## src/design/fpsa_pkg.sv

```systemverilog
`timescale 1ns / 1ps
// Shared types and constants for the fit-policy segment allocator.
// No dependencies; every other file imports this package.
package fpsa_pkg;

  localparam int SEG_W   = 16;  // start / size field width on the ports
  localparam int SIZE_W  = 16;  // stored segment size width
  localparam int OWNER_W = 8;
  localparam int HIDX_W  = 5;

  localparam logic [1:0] MODE_FIRST = 2'd0;
  localparam logic [1:0] MODE_BEST  = 2'd1;
  localparam logic [1:0] MODE_WORST = 2'd2;

  localparam logic OP_APPEND = 1'b0;
  localparam logic OP_ALLOC  = 1'b1;

  typedef enum logic [1:0] {
    ST_ALLOC  = 2'd0,
    ST_NOFIT  = 2'd1,
    ST_FULL   = 2'd2,
    ST_APPEND = 2'd3
  } status_t;

  typedef enum logic [1:0] {
    CMD_NONE   = 2'd0,
    CMD_APPEND = 2'd1,
    CMD_EXACT  = 2'd2,
    CMD_INSERT = 2'd3
  } cmd_kind_t;

  // Table update broadcast to every cell in the row.
  typedef struct packed {
    cmd_kind_t            kind;
    logic                 hole;
    logic [OWNER_W-1:0]   owner;
    logic [SIZE_W-1:0]    size;
    logic [SIZE_W-1:0]    rem;
  } cell_cmd_t;

  typedef enum logic [1:0] {
    S_IDLE,
    S_INJECT,
    S_SCAN,
    S_COMMIT
  } state_t;

endpackage

```

## src/design/fpsa_if.sv

```systemverilog
`timescale 1ns / 1ps
// Valid/ready channel interfaces for the segment allocator:
// configuration write, request in, result out. Depends on fpsa_pkg.
interface fpsa_cfg_if;
  import fpsa_pkg::*;
  logic       valid;
  logic       ready;
  logic [1:0] fit_mode;
  modport source (output valid, output fit_mode, input ready);
  modport sink   (input valid, input fit_mode, output ready);
endinterface

interface fpsa_req_if;
  import fpsa_pkg::*;
  logic               valid;
  logic               ready;
  logic               op;
  logic [SEG_W-1:0]   seg_start;
  logic [SEG_W-1:0]   seg_size;
  logic               seg_is_hole;
  logic [OWNER_W-1:0] owner_id;
  logic [SEG_W-1:0]   request_size;
  modport source (output valid, output op, output seg_start, output seg_size,
                  output seg_is_hole, output owner_id, output request_size,
                  input ready);
  modport sink   (input valid, input op, input seg_start, input seg_size,
                  input seg_is_hole, input owner_id, input request_size,
                  output ready);
endinterface

interface fpsa_rsp_if;
  import fpsa_pkg::*;
  logic              valid;
  logic              ready;
  logic [1:0]        status;
  logic [SEG_W-1:0]  alloc_start;
  logic [HIDX_W-1:0] hole_index;
  modport source (output valid, output status, output alloc_start,
                  output hole_index, input ready);
  modport sink   (input valid, input status, input alloc_start,
                  input hole_index, output ready);
endinterface

```

## src/design/fit_policy_segment_allocator_top.sv

```systemverilog
`timescale 1ns / 1ps
// Top level of the fit-policy segment allocator: control, result register
// and the row of fpsa_cell slots. Depends on fpsa_pkg, fpsa_if, fpsa_cell.

// The block keeps an ordered table of TABLE_ENTRIES segments, one per cell
// in a row. An append request (op 0) writes the next free cell; it passes
// through the commit state, which registers its result, and the next
// request can be accepted once the block is back in idle. An allocate request
// (op 1) injects a search token at the head of the row; the token walks one
// cell per cycle, each cell replacing it with its own hole when that hole
// wins under the current fit_mode. After the walk the token is latched as
// it leaves the last cell, the commit state registers the result, and the
// next request is accepted once the block is back in idle. The commit step
// then updates every cell at once: the chosen hole shrinks (or becomes the
// allocation on an exact fit), and cells after it shift down one place to
// make room. One request is worked at a time; a new one is accepted while
// the previous result still waits in the output register, and a held result
// stalls the commit until that register is free. The configuration channel
// is always ready; write fit_mode only while the block is idle. Table
// contents power up undefined; reset clears the segment count, the state,
// fit_mode (to first fit) and the result valid flag.
module fit_policy_segment_allocator_top #(
  parameter int TABLE_ENTRIES = 16,
  parameter int ADDR_BITS     = 16
) (
  input logic       clk,
  input logic       rst,
  fpsa_cfg_if.sink  cfg,
  fpsa_req_if.sink  req,
  fpsa_rsp_if.source rsp
);
  import fpsa_pkg::*;

  localparam int IW = (TABLE_ENTRIES > 1) ? $clog2(TABLE_ENTRIES) : 1;
  localparam int CW = $clog2(TABLE_ENTRIES + 1);

  state_t state, state_next;

  // Registered request fields.
  logic                op;
  logic [SEG_W-1:0]    seg_start;
  logic [SEG_W-1:0]    seg_size;
  logic                seg_is_hole;
  logic [OWNER_W-1:0]  owner_id;
  logic [SIZE_W-1:0]   request_size;

  logic [1:0]          fit_mode;
  logic [CW-1:0]       seg_count, seg_count_next;

  // Token latched as it leaves the last cell.
  logic                fin_found;
  logic [IW-1:0]       fin_idx;
  logic [SIZE_W-1:0]   fin_size;
  logic [ADDR_BITS-1:0] fin_start;

  // Result register.
  logic                rsp_valid;
  status_t             rsp_status;
  logic [SEG_W-1:0]    rsp_start;
  logic [HIDX_W-1:0]   rsp_hidx;

  logic                rsp_load;
  status_t             status_next;
  logic [SEG_W-1:0]    start_next;
  logic [HIDX_W-1:0]   hidx_next;

  logic                tok_inject;
  cell_cmd_t           cmd;
  logic [IW-1:0]       cmd_pos;
  logic [ADDR_BITS-1:0] cmd_start;

  logic                table_full;
  logic                fit_ok;
  logic [SIZE_W-1:0]   rem;
  logic [ADDR_BITS-1:0] top_addr;
  logic [HIDX_W-1:0]   hidx_fin;

  // Row wiring: index i feeds cell i, index i+1 is its output.
  logic                 tok_v     [0:TABLE_ENTRIES];
  logic                 tok_found [0:TABLE_ENTRIES];
  logic [IW-1:0]        tok_idx   [0:TABLE_ENTRIES];
  logic [SIZE_W-1:0]    tok_size  [0:TABLE_ENTRIES];
  logic [ADDR_BITS-1:0] tok_start [0:TABLE_ENTRIES];

  logic [ADDR_BITS-1:0] e_start [0:TABLE_ENTRIES];
  logic [SIZE_W-1:0]    e_size  [0:TABLE_ENTRIES];
  logic                 e_hole  [0:TABLE_ENTRIES];
  logic [OWNER_W-1:0]   e_owner [0:TABLE_ENTRIES];

  assign cfg.ready = 1'b1;
  assign req.ready = (state == S_IDLE);

  assign rsp.valid       = rsp_valid;
  assign rsp.status      = rsp_status;
  assign rsp.alloc_start = rsp_start;
  assign rsp.hole_index  = rsp_hidx;

  // Fresh token enters the head of the row with nothing found.
  assign tok_v[0]     = tok_inject;
  assign tok_found[0] = 1'b0;
  assign tok_idx[0]   = '0;
  assign tok_size[0]  = '0;
  assign tok_start[0] = '0;

  // Head cell never shifts; tie its upstream entry off.
  assign e_start[0] = '0;
  assign e_size[0]  = '0;
  assign e_hole[0]  = 1'b0;
  assign e_owner[0] = '0;

  genvar g;
  generate
    for (g = 0; g < TABLE_ENTRIES; g++) begin : g_cell
      fpsa_cell #(
        .TABLE_ENTRIES (TABLE_ENTRIES),
        .ADDR_BITS     (ADDR_BITS),
        .CELL_IDX      (g)
      ) u_cell (
        .clk           (clk),
        .rst           (rst),
        .cell_count    (seg_count),
        .mode          (fit_mode),
        .req_size      (request_size),
        .tok_in_valid  (tok_v[g]),
        .tok_in_found  (tok_found[g]),
        .tok_in_idx    (tok_idx[g]),
        .tok_in_size   (tok_size[g]),
        .tok_in_start  (tok_start[g]),
        .tok_out_valid (tok_v[g+1]),
        .tok_out_found (tok_found[g+1]),
        .tok_out_idx   (tok_idx[g+1]),
        .tok_out_size  (tok_size[g+1]),
        .tok_out_start (tok_start[g+1]),
        .cmd           (cmd),
        .cmd_pos       (cmd_pos),
        .cmd_start     (cmd_start),
        .up_start      (e_start[g]),
        .up_size       (e_size[g]),
        .up_hole       (e_hole[g]),
        .up_owner      (e_owner[g]),
        .ent_start     (e_start[g+1]),
        .ent_size      (e_size[g+1]),
        .ent_hole      (e_hole[g+1]),
        .ent_owner     (e_owner[g+1])
      );
    end
  endgenerate

  // Placement arithmetic on the winning hole.
  assign table_full = (seg_count == CW'(TABLE_ENTRIES));
  assign fit_ok     = fin_found && (fin_size >= request_size);
  assign rem        = fin_size - request_size;
  assign top_addr   = fin_start + ADDR_BITS'(rem);
  assign hidx_fin   = HIDX_W'((IW + 1)'(fin_idx) + 1'b1);

  always_comb begin
    state_next     = state;
    seg_count_next = seg_count;
    tok_inject     = 1'b0;
    rsp_load       = 1'b0;
    status_next    = ST_NOFIT;
    start_next     = '0;
    hidx_next      = '0;
    cmd            = '{kind: CMD_NONE, hole: 1'b0, owner: owner_id,
                       size: request_size, rem: rem};
    cmd_pos        = fin_idx;
    cmd_start      = top_addr;

    unique case (state)
      S_IDLE: begin
        if (req.valid) begin
          state_next = (req.op == OP_ALLOC) ? S_INJECT : S_COMMIT;
        end
      end
      S_INJECT: begin
        tok_inject = 1'b1;
        state_next = S_SCAN;
      end
      S_SCAN: begin
        if (tok_v[TABLE_ENTRIES]) begin
          state_next = S_COMMIT;
        end
      end
      S_COMMIT: begin
        // Hold until the result register is free.
        if (!rsp_valid || rsp.ready) begin
          rsp_load   = 1'b1;
          state_next = S_IDLE;
          if (op == OP_APPEND) begin
            if (table_full) begin
              status_next = ST_FULL;
            end else begin
              status_next    = ST_APPEND;
              cmd.kind       = CMD_APPEND;
              cmd.hole       = seg_is_hole;
              cmd.size       = seg_size;
              cmd_pos        = IW'(seg_count);
              cmd_start      = ADDR_BITS'(seg_start);
              seg_count_next = seg_count + 1'b1;
            end
          end else if (!fit_ok) begin
            status_next = ST_NOFIT;
          end else if (rem == '0) begin
            // Exact fit: the hole itself becomes the allocation.
            status_next = ST_ALLOC;
            start_next  = SEG_W'(top_addr);
            hidx_next   = hidx_fin;
            cmd.kind    = CMD_EXACT;
          end else if (table_full) begin
            status_next = ST_FULL;
            hidx_next   = hidx_fin;
          end else begin
            // Carve from the top and insert right after the hole.
            status_next    = ST_ALLOC;
            start_next     = SEG_W'(top_addr);
            hidx_next      = hidx_fin;
            cmd.kind       = CMD_INSERT;
            seg_count_next = seg_count + 1'b1;
          end
        end
      end
      default: begin
        state_next = S_IDLE;
      end
    endcase
  end

  always_ff @(posedge clk) begin
    if (rst) begin
      state     <= S_IDLE;
      seg_count <= '0;
      fit_mode  <= MODE_FIRST;
      rsp_valid <= 1'b0;
    end else begin
      state     <= state_next;
      seg_count <= seg_count_next;
      if (cfg.valid) begin
        fit_mode <= cfg.fit_mode;
      end
      if (rsp_load) begin
        rsp_valid <= 1'b1;
      end else if (rsp.ready) begin
        rsp_valid <= 1'b0;
      end
    end
  end

  // Payload registers: request capture, final token, result.
  always_ff @(posedge clk) begin
    if (req.valid && req.ready) begin
      op           <= req.op;
      seg_start    <= req.seg_start;
      seg_size     <= req.seg_size;
      seg_is_hole  <= req.seg_is_hole;
      owner_id     <= req.owner_id;
      request_size <= req.request_size;
    end
    if (state == S_SCAN && tok_v[TABLE_ENTRIES]) begin
      fin_found <= tok_found[TABLE_ENTRIES];
      fin_idx   <= tok_idx[TABLE_ENTRIES];
      fin_size  <= tok_size[TABLE_ENTRIES];
      fin_start <= tok_start[TABLE_ENTRIES];
    end
    if (rsp_load) begin
      rsp_status <= status_next;
      rsp_start  <= start_next;
      rsp_hidx   <= hidx_next;
    end
  end

  // Table never holds more segments than it has cells.
  a_count_bound: assert property (@(posedge clk) disable iff (rst)
    seg_count <= CW'(TABLE_ENTRIES))
    else $error("segment count beyond table size");

  // Count grows by at most one per request.
  a_count_step: assert property (@(posedge clk) disable iff (rst)
    seg_count == $past(seg_count) || seg_count == $past(seg_count) + 1'b1)
    else $error("segment count jumped");

  // The search token only leaves the row while the controller waits for it.
  a_token_scan: assert property (@(posedge clk) disable iff (rst)
    tok_v[TABLE_ENTRIES] |-> state == S_SCAN)
    else $error("search token left the row outside scan");

  // A new result appears only out of the commit step.
  a_rsp_from_commit: assert property (@(posedge clk) disable iff (rst)
    $rose(rsp_valid) |-> $past(state) == S_COMMIT)
    else $error("result raised outside commit");

endmodule

```

## src/design/fpsa_cell.sv

```systemverilog
`timescale 1ns / 1ps
// One table slot of the allocator row: holds a segment, refines the
// passing search token, and shifts entries on insert. Depends on fpsa_pkg.
module fpsa_cell #(
  parameter int TABLE_ENTRIES = 16,
  parameter int ADDR_BITS     = 16,
  parameter int CELL_IDX      = 0,
  localparam int IW = (TABLE_ENTRIES > 1) ? $clog2(TABLE_ENTRIES) : 1,
  localparam int CW = $clog2(TABLE_ENTRIES + 1)
) (
  input  logic                           clk,
  input  logic                           rst,
  input  logic [CW-1:0]                  cell_count,
  input  logic [1:0]                     mode,
  input  logic [fpsa_pkg::SIZE_W-1:0]    req_size,
  input  logic                           tok_in_valid,
  input  logic                           tok_in_found,
  input  logic [IW-1:0]                  tok_in_idx,
  input  logic [fpsa_pkg::SIZE_W-1:0]    tok_in_size,
  input  logic [ADDR_BITS-1:0]           tok_in_start,
  output logic                           tok_out_valid,
  output logic                           tok_out_found,
  output logic [IW-1:0]                  tok_out_idx,
  output logic [fpsa_pkg::SIZE_W-1:0]    tok_out_size,
  output logic [ADDR_BITS-1:0]           tok_out_start,
  input  fpsa_pkg::cell_cmd_t            cmd,
  input  logic [IW-1:0]                  cmd_pos,
  input  logic [ADDR_BITS-1:0]           cmd_start,
  input  logic [ADDR_BITS-1:0]           up_start,
  input  logic [fpsa_pkg::SIZE_W-1:0]    up_size,
  input  logic                           up_hole,
  input  logic [fpsa_pkg::OWNER_W-1:0]   up_owner,
  output logic [ADDR_BITS-1:0]           ent_start,
  output logic [fpsa_pkg::SIZE_W-1:0]    ent_size,
  output logic                           ent_hole,
  output logic [fpsa_pkg::OWNER_W-1:0]   ent_owner
);
  import fpsa_pkg::*;

  logic          live;
  logic          fits;
  logic          take;
  logic [IW:0]   me;
  logic [IW:0]   pos_ext;

  assign live    = (CW'(CELL_IDX) < cell_count);
  assign fits    = (ent_size >= req_size);
  assign me      = (IW + 1)'(CELL_IDX);
  assign pos_ext = {1'b0, cmd_pos};

  always_comb begin
    unique case (mode)
      MODE_BEST:  take = live && ent_hole && fits &&
                         (!tok_in_found || ent_size < tok_in_size);
      MODE_WORST: take = live && ent_hole &&
                         (!tok_in_found || ent_size > tok_in_size);
      default:    take = live && ent_hole && fits && !tok_in_found;
    endcase
  end

  // Search token: advance one cell per cycle.
  always_ff @(posedge clk) begin
    if (rst) begin
      tok_out_valid <= 1'b0;
    end else begin
      tok_out_valid <= tok_in_valid;
    end
  end

  always_ff @(posedge clk) begin
    if (take) begin
      tok_out_found <= 1'b1;
      tok_out_idx   <= IW'(CELL_IDX);
      tok_out_size  <= ent_size;
      tok_out_start <= ent_start;
    end else begin
      tok_out_found <= tok_in_found;
      tok_out_idx   <= tok_in_idx;
      tok_out_size  <= tok_in_size;
      tok_out_start <= tok_in_start;
    end
  end

  // Segment entry.
  always_ff @(posedge clk) begin
    unique case (cmd.kind)
      CMD_APPEND, CMD_EXACT: begin
        if (me == pos_ext) begin
          ent_start <= cmd_start;
          ent_size  <= cmd.size;
          ent_hole  <= cmd.hole;
          ent_owner <= cmd.owner;
        end
      end
      CMD_INSERT: begin
        priority if (me == pos_ext) begin
          ent_size <= cmd.rem;
        end else if (me == pos_ext + 1'b1) begin
          ent_start <= cmd_start;
          ent_size  <= cmd.size;
          ent_hole  <= cmd.hole;
          ent_owner <= cmd.owner;
        end else if (me > pos_ext + 1'b1) begin
          ent_start <= up_start;
          ent_size  <= up_size;
          ent_hole  <= up_hole;
          ent_owner <= up_owner;
        end
      end
      default: begin
      end
    endcase
  end

endmodule
```

## src/flat_wrapper.sv

```systemverilog
// flat-port wrapper written by rule: the top's interface ports become plain ports
module fit_policy_segment_allocator_top_flat import fpsa_pkg::*;
#(
  parameter int TABLE_ENTRIES = 16,
  parameter int ADDR_BITS     = 16
)
  (clk, rst, cfg_valid, cfg_fit_mode, cfg_ready, req_valid, req_op, req_seg_start, req_seg_size, req_seg_is_hole, req_owner_id, req_request_size, req_ready, rsp_valid, rsp_status, rsp_alloc_start, rsp_hole_index, rsp_ready);
  fpsa_cfg_if cfg_i ();
  fpsa_req_if req_i ();
  fpsa_rsp_if rsp_i ();
  input logic clk;
  input logic rst;
  input wire logic [$bits(cfg_i.valid)-1:0] cfg_valid;
  input wire logic [$bits(cfg_i.fit_mode)-1:0] cfg_fit_mode;
  output wire logic [$bits(cfg_i.ready)-1:0] cfg_ready;
  input wire logic [$bits(req_i.valid)-1:0] req_valid;
  input wire logic [$bits(req_i.op)-1:0] req_op;
  input wire logic [$bits(req_i.seg_start)-1:0] req_seg_start;
  input wire logic [$bits(req_i.seg_size)-1:0] req_seg_size;
  input wire logic [$bits(req_i.seg_is_hole)-1:0] req_seg_is_hole;
  input wire logic [$bits(req_i.owner_id)-1:0] req_owner_id;
  input wire logic [$bits(req_i.request_size)-1:0] req_request_size;
  output wire logic [$bits(req_i.ready)-1:0] req_ready;
  output wire logic [$bits(rsp_i.valid)-1:0] rsp_valid;
  output wire logic [$bits(rsp_i.status)-1:0] rsp_status;
  output wire logic [$bits(rsp_i.alloc_start)-1:0] rsp_alloc_start;
  output wire logic [$bits(rsp_i.hole_index)-1:0] rsp_hole_index;
  input wire logic [$bits(rsp_i.ready)-1:0] rsp_ready;
  assign cfg_i.valid = cfg_valid;
  assign cfg_i.fit_mode = cfg_fit_mode;
  assign cfg_ready = cfg_i.ready;
  assign req_i.valid = req_valid;
  assign req_i.op = req_op;
  assign req_i.seg_start = req_seg_start;
  assign req_i.seg_size = req_seg_size;
  assign req_i.seg_is_hole = req_seg_is_hole;
  assign req_i.owner_id = req_owner_id;
  assign req_i.request_size = req_request_size;
  assign req_ready = req_i.ready;
  assign rsp_valid = rsp_i.valid;
  assign rsp_status = rsp_i.status;
  assign rsp_alloc_start = rsp_i.alloc_start;
  assign rsp_hole_index = rsp_i.hole_index;
  assign rsp_i.ready = rsp_ready;
  fit_policy_segment_allocator_top #(.TABLE_ENTRIES(TABLE_ENTRIES), .ADDR_BITS(ADDR_BITS)) u_core (.clk(clk), .rst(rst), .cfg(cfg_i), .req(req_i), .rsp(rsp_i));
endmodule
```

## config.mk

```make
export PLATFORM = sky130hd
export DESIGN_NAME = fit_policy_segment_allocator_top_flat
export DESIGN_NICKNAME = d
export VERILOG_FILES = /design/src/design/fpsa_pkg.sv /design/src/design/fpsa_if.sv /design/src/design/fit_policy_segment_allocator_top.sv /design/src/design/fpsa_cell.sv /design/src/flat_wrapper.sv
export SDC_FILE = /design/constraint.sdc
export NUM_CORES = 2
export LEC_CHECK = 0
export ABC_AREA = 1
export BUFFER_PORTS_ARGS = -buffer_cell sky130_fd_sc_hd__buf_2
export CORE_MARGIN = 8
export CORE_UTILIZATION = 60
export DETAILED_ROUTE_END_ITERATION = 6
export PLACE_DENSITY = 0.76
export SLEW_MARGIN = 10
export SYNTH_ARGS = -nofsm -noshare
export SYNTH_HDL_FRONTEND = slang
export SYNTH_HIERARCHICAL = 1
export SYNTH_SLANG_ARGS = --single-unit
export TNS_END_PERCENT = 50
```

## constraint.sdc

```tcl
create_clock -name clk -period 26.4 [get_ports clk]
set_input_delay 3.96 -clock clk [delete_from_list [all_inputs] [get_ports clk]]
set_output_delay 3.96 -clock clk [all_outputs]
set_load 0.01 [all_outputs]
```

=== After elaboration in Yosys (flattened, before gate mapping) ===
Index checks and enable logic that the tools add are counted.

* $add $sub $neg: 5
* Order comparisons: 79
* Eq/ne operators: 108
* Multiplexer cells: 328
* Reductions and logical operators: 170

{| class="wikitable"
|+ Operators with widths
! operator !! number
|-
| 16-bit two-way mux || 167
|-
| 16-bit one-hot mux with 2 select lines || 32
|-
| 16-bit >= comparator || 17
|-
| 16-bit > comparator || 15
|-
| 16-bit < comparator || 15
|-
| 1-bit logical AND || 80
|-
| 1-bit two-way mux || 74
|-
| 2-bit != test, second input constant || 36
|-
| 4-bit AND reduction || 18
|-
| 4-bit != test, second input constant || 16
|-
| 1-bit one-hot mux with 2 select lines || 31
|-
| 3-bit AND reduction || 17
|-
| 3-bit != test, second input constant || 16
|-
| 4-bit by 5-bit == test with 1-bit output, first input constant || 8
|-
| 4-bit by 5-bit > comparator with 1-bit output, first input constant || 8
|-
| 4-bit by 5-bit < comparator with 1-bit output, first input constant || 8
|-
| 4-bit == test, first input constant || 8
|-
| 1-bit logical OR || 31
|-
| 2-bit two-way mux || 13
|-
| 3-bit by 5-bit == test with 1-bit output, first input constant || 4
|-
| 3-bit by 5-bit > comparator with 1-bit output, first input constant || 4
|-
| 3-bit by 5-bit < comparator with 1-bit output, first input constant || 4
|-
| 5-bit two-way mux || 4
|-
| 16-bit adder || 1
|-
| 26 further kinds || 63
|}

* Bits in registers: 1,252
* Bits of input ports: 65

=== Logic depth before layout (Yosys ltp) ===
* Word-level depth: 11
* Gate-level depth with buffers: 26

=== Modules after synthesis ===
Netlist, hierarchy kept.

{| class="wikitable"
|+ By module, submodules not included
! module !! instances !! cells each !! area each (um^2) !! sequential area each (um^2)
|-
| fit_policy_segment_allocator_top || 1 || 670 || 6,653.9 || 3,743.6
|-
| fpsa_cell at u_core.g_cell[4].u_cell || 1 || 516 || 4,628.2 || 1,991.9
|-
| fpsa_cell at u_core.g_cell[6].u_cell || 1 || 515 || 4,538.1 || 1,991.9
|-
| fpsa_cell at u_core.g_cell[1].u_cell || 1 || 524 || 4,511.8 || 1,991.9
|-
| fpsa_cell at u_core.g_cell[14].u_cell || 1 || 565 || 4,466.8 || 1,991.9
|-
| fpsa_cell at u_core.g_cell[9].u_cell || 1 || 498 || 4,453.0 || 1,991.9
|-
| fpsa_cell at u_core.g_cell[12].u_cell || 1 || 514 || 4,429.2 || 1,991.9
|-
| fpsa_cell at u_core.g_cell[8].u_cell || 1 || 552 || 4,419.2 || 1,991.9
|-
| fpsa_cell at u_core.g_cell[10].u_cell || 1 || 516 || 4,413.0 || 1,991.9
|-
| fpsa_cell at u_core.g_cell[2].u_cell || 1 || 569 || 4,401.7 || 1,991.9
|-
| fpsa_cell at u_core.g_cell[5].u_cell || 1 || 492 || 4,365.4 || 1,991.9
|-
| fpsa_cell at u_core.g_cell[11].u_cell || 1 || 506 || 4,360.4 || 1,991.9
|-
| fpsa_cell at u_core.g_cell[3].u_cell || 1 || 495 || 4,334.2 || 1,991.9
|-
| fpsa_cell at u_core.g_cell[0].u_cell || 1 || 512 || 4,204.0 || 1,991.9
|-
| +3 rows || n/a || n/a || n/a || n/a
|}

=== Least setup slack after synthesis ===
Ideal clock, no wire load.

* Kind: input port to flip-flop
* From: in rsp_ready
* To: reg u_core.g_cell[10].u_cell.ent_hole (enable)
* Library setup time: 438 ps
* Data arrival time: 12,661 ps
* Required time: 25,962 ps
* Setup slack: 13,300 ps
* Stages: 14
* Buffers on the path: 2
* Path through: nor2_1 -> nor2_1 -> inv_1 -> nor3_1 -> clkbuf_1 -> inv_1 -> o21ai_0 -> ha_1 -> xnor2_1 -> nand4_2 -> nand2_4 -> buf_6 -> a21oi_1 -> nor3_1

* Word-level cells in the longest chain between the ends: 7

{| class="wikitable"
|+ RTL lines
! item !! RTL line !! text
|-
| start, declared || flat_wrapper.sv:28 || <nowiki>input wire logic [$bits(rsp_i.ready)-1:0] rsp_ready;</nowiki>
|-
| 1-bit logical OR (*) || fit_policy_segment_allocator_top.sv:186 || <nowiki>if (!rsp_valid || rsp.ready) begin</nowiki>
|-
| 4-bit two-way mux (*) || fit_policy_segment_allocator_top.sv:186 ||
|-
| 4-bit two-way mux (*) || fit_policy_segment_allocator_top.sv:169 || <nowiki>unique case (state)</nowiki>
|-
| net u_core.cmd_pos[0] || fit_policy_segment_allocator_top.sv:69 || <nowiki>logic [IW-1:0] cmd_pos;</nowiki>
|-
| 4-bit by 1-bit adder with 5-bit output || fpsa_cell.sv:98, fpsa_cell.sv:103 ||
|-
| 4-bit by 5-bit > comparator with 1-bit output or 4-bit by 5-bit == test with 1-bit output (tied branches) || fpsa_cell.sv:103, fpsa_cell.sv:98 ||
|-
| 3-bit != test (no source line) || n/a ||
|-
| 4-bit AND reduction (no source line) (*) || n/a ||
|-
| end signal, assigned || fpsa_cell.sv:91 || <nowiki>ent_hole <= cmd.hole;</nowiki>
|-
| end signal, assigned || fpsa_cell.sv:101 || <nowiki>ent_hole <= cmd.hole;</nowiki>
|-
| end signal, assigned || fpsa_cell.sv:106 || <nowiki>ent_hole <= up_hole;</nowiki>
|-
| end, declared || fpsa_cell.sv:35 || <nowiki>output logic ent_hole,</nowiki>
|}

Mark *: on every way through the listed nets, which the timed path passes. The rest lies on a longest branch.
A chain may end at the register's enable or synchronous reset.

=== Final worst setup path ===
* From: in rsp_ready
* To: reg u_core/g_cell[2].u_cell/ent_size[13] (netlist name) (enable)

* Word-level cells in the longest chain between the ends: 7

{| class="wikitable"
|+ RTL lines
! item !! RTL line !! text
|-
| 1-bit logical OR (*) || fit_policy_segment_allocator_top.sv:186 ||
|-
| 4-bit two-way mux (*) || fit_policy_segment_allocator_top.sv:186 ||
|-
| 4-bit two-way mux (*) || fit_policy_segment_allocator_top.sv:169 ||
|-
| net u_core.cmd_pos[1] || fit_policy_segment_allocator_top.sv:69 ||
|-
| 4-bit by 1-bit adder with 5-bit output || fpsa_cell.sv:98, fpsa_cell.sv:103 ||
|-
| 2-bit by 5-bit > comparator with 1-bit output or 2-bit by 5-bit == test with 1-bit output (tied branches) || fpsa_cell.sv:103, fpsa_cell.sv:98 ||
|-
| 4-bit != test (no source line) || n/a ||
|-
| 3-bit AND reduction (no source line) (*) || n/a ||
|-
| end signal, assigned || fpsa_cell.sv:97 || <nowiki>ent_size <= cmd.rem;</nowiki>
|-
| end signal, assigned || fpsa_cell.sv:100 || <nowiki>ent_size <= cmd.size;</nowiki>
|-
| end signal, assigned || fpsa_cell.sv:105 || <nowiki>ent_size <= up_size;</nowiki>
|-
| end, declared || fpsa_cell.sv:34 || <nowiki>output logic [fpsa_pkg::SIZE_W-1:0] ent_size,</nowiki>
|}

Marked as above.

==> flow_summary.json <==
{
  "status": "complete, but fails checks",
  "maxCapViolCount": 0,
  "hold_path.startpoint": "u_core/g_cell[11].u_cell/tok_out_idx[0]",
  "antenna_found_initial": 13,
  "cts.sinks": 1256,
  "cp.arrival_ns": 9.97,
  "startpoint_type": "primary input",
  "drc": 2,
  "crit_required_ns": 26.76,
  "die-area_um2": 129700,
  "grt_pass1_vias": 55240,
  "via_per_inst": 5.810,
  "route.vias.total": 59860,
  "wl_per_cell_um": 21.40,
  "synthCells": 8555,
  "postCtsSetupRepairBufs": 0,
  "h-tree-depth": 4,
  "gp_congestion": 0.9447,
  "tns_ns": 0,
  "cts_tree": "built",
  "critPathMaxFanout": 65,
  "cellPowerDensity_nw_per_um2": 84.73,
  "cts_buffers": 134,
  "layout-drive-gt1-share_pct": 9.030,
  "top_level_ports": 91,
  "critPathLaunch": "rsp_ready",
  "gr-total-overflow": 0,
  "violations": "DRC",
  "post_cts_resized": 0,
  "setup_viol_count_final": 0,
  "area_growth_pct": 8.896,
  "cts_hold_buf": 0,
  "clkTransAtPathRegs_ns": 0.06,
  "port_buffers": 81,
  "routed_wl_um": 220500,
  "holdCritPathClass": "flip-flop to flip-flop",
  "netlist_area_um2": 71070,
  "dpl_cell_area_um2": 72710,
  "p_leak_nw": 37.14,
  "setup.worst_path.end_class": "flip-flop",
  "fin_nets": 9320,
  "slew_headroom_pct": 15.25,
  "crit_slowest_cell": "nor3_2",
  "finalHoldViolCount": 0,
  "nFillCells": 9446,
  "reg2reg_from": "u_core/request_size[0]",
  "max_slew.worst_pin.slew_ns": 1.267,
  "slew_violations": 0,
  "min_period_ns": 9.611,
  "fp.dieH_um": 360.2,
  "critPathMaxStageDelay_ns": 0.87,
  "yosys_warnings": 6,
  "final_cell_area_um2": 77390,
  "timing.fmax_ghz": 0.1040,
  "dpl.hpwl_um": 149900,
  "worst-setup-path-type": "primary input to flip-flop",
  "firstDrtPassIters": 7,
  "finalCritPeriodShare_pct": 36.41,
  "start_util_pct": 60.35,
  "rsz0062_at_grt": "false",
  "path_cells": "buf_2 > nor2_1 > nor2_2 > inv_1 > nor3_2 > buf_4 > inv_1 > o21ai_4 > buf_4 > buf_4 > ha_1 > xor2_1 > nor2_1 > nand2_2 > nand2_2 > inv_2 > o21ai_1 > nor2_1 > nor3_2",
  "grt_max_degree": 79,
  "grt_pass1_wl_um": 327500,
  "drt-initial-drc-count": 6824,
  "clk_latency_ns": 0.76,
  "ctsLongestPathBuffers": 3,
  "ir_drop_uv": 71.01,
  "rows": 126,
  "fin_skew_ns": 0.02840,
  "fp.dieW_um": 360.2,
  "syn_avg_cell_area_um2": 8.307,
  "cts_root_buffer": "clkbuf_16",
  "ant_nets": 0,
  "hold_slack_ns": 0.3878,
  "grt_usage_pct": 32.66,
  "core_area_um2": 117800
}
==> path summary, 6_finish.rpt <==
kind	endpoint	slack [ns]	cells past startpoint
setup reg to reg	u_core/g_cell[9].u_cell/ent_hole	18.06	24
setup / recovery	u_core/g_cell[2].u_cell/ent_size[13]	16.79	19
hold reg to reg	u_core/g_cell[12].u_cell/tok_out_idx[0]	0.39	2
hold / removal	u_core/g_cell[12].u_cell/tok_out_idx[0]	0.39	2
==> worst max-delay path, delay by kind of cell <==
family          cells  cell delay [ns]
buf+inv             7             2.58
simple gates        8             2.43
fa+ha+maj           1             0.28
compound gates      2             0.50
xor+xnor            1             0.09
==> report_power, final <==
part	total, W	switching, W	internal, W
clock	0.00195	0.000801	0.00115
sequential	0.00262	0.000168	0.00245
combinational	0.00199	0.00132	0.000673
total	0.00656	0.00229	0.00427
==> final cells by class <==
cell class	count	area, um2	share of cell area (%)
Clock buffer	190	3880	5.013
Timing Repair Buffer	186	1206	1.559
Inverter	1160	4354	5.626
Antenna cell	18	45.04	0.05820
Sequential cell	1256	31530	40.74
Multi-Input combinational cell	5898	33710	43.56
Clock inverter	59	743.2	0.9603
Tap cell	1536	1922	2.483
==> through the flow <==
stage,setup WS (ns),std cells,util [%],power (W)
floorplan,13.86,8642,-,0.003824
global placement,16.29,10040,61.74,0.004474
detailed placement,16.14,10040,61.74,0.004556
CTS,16.93,10290,65.67,0.006503
global route,16.41,10290,65.68,0.006835
finish,16.79,10300,65.72,0.006557
==> registers in the layout (all words and copies together), names as in the netlist, 64 cells and up <==
register                            cells
u_core/g_cell.u_cell/ent_start        256
u_core/g_cell.u_cell/tok_out_start    256
u_core/g_cell.u_cell/ent_size         256
u_core/g_cell.u_cell/tok_out_idx       64
u_core/g_cell.u_cell/tok_out_size     256
==> placed cells by master (no fill, tap or decap), types with 13 or more instances in the layout <==
cell type	count
clkbuf_16	139
nor3_1	20
buf_2	81
mux2_1	47
dfxtp_1	617
o32ai_1	31
clkbuf_1	30
ha_1	617
mux2_4	60
clkinv_1	24
clkbuf_8	21
a21oi_2	17
edfxtp_1	638
a21oi_1	316
a21o_1	19
nand4_1	35
buf_4	104
xor2_1	19
nand3_2	13
a21boi_0	17
clkinv_2	17
nand3_1	720
o21ai_0	312
nand2_1	2423
nand2_4	28
o21bai_1	14
conb_1	89
inv_1	1123
nor2_2	20
inv_2	23
a211oi_1	16
o21ai_2	32
o21ai_1	51
nor2_1	486
diode_2	18
o211ai_1	92
mux2_2	63
o22ai_1	141
nand2_2	82
==> per-layer routing <==
metal  track usage [%]  vias to the layer above  share of wire, %
met5                 0                        -             0.013
met4             19.62                        6               6.6
met3             9.291                      804                13
met2             49.26                     3506                42
met1             41.67                    27290                38
li1                  -                    28260                 -
Power figures use the tool's default switching activity.
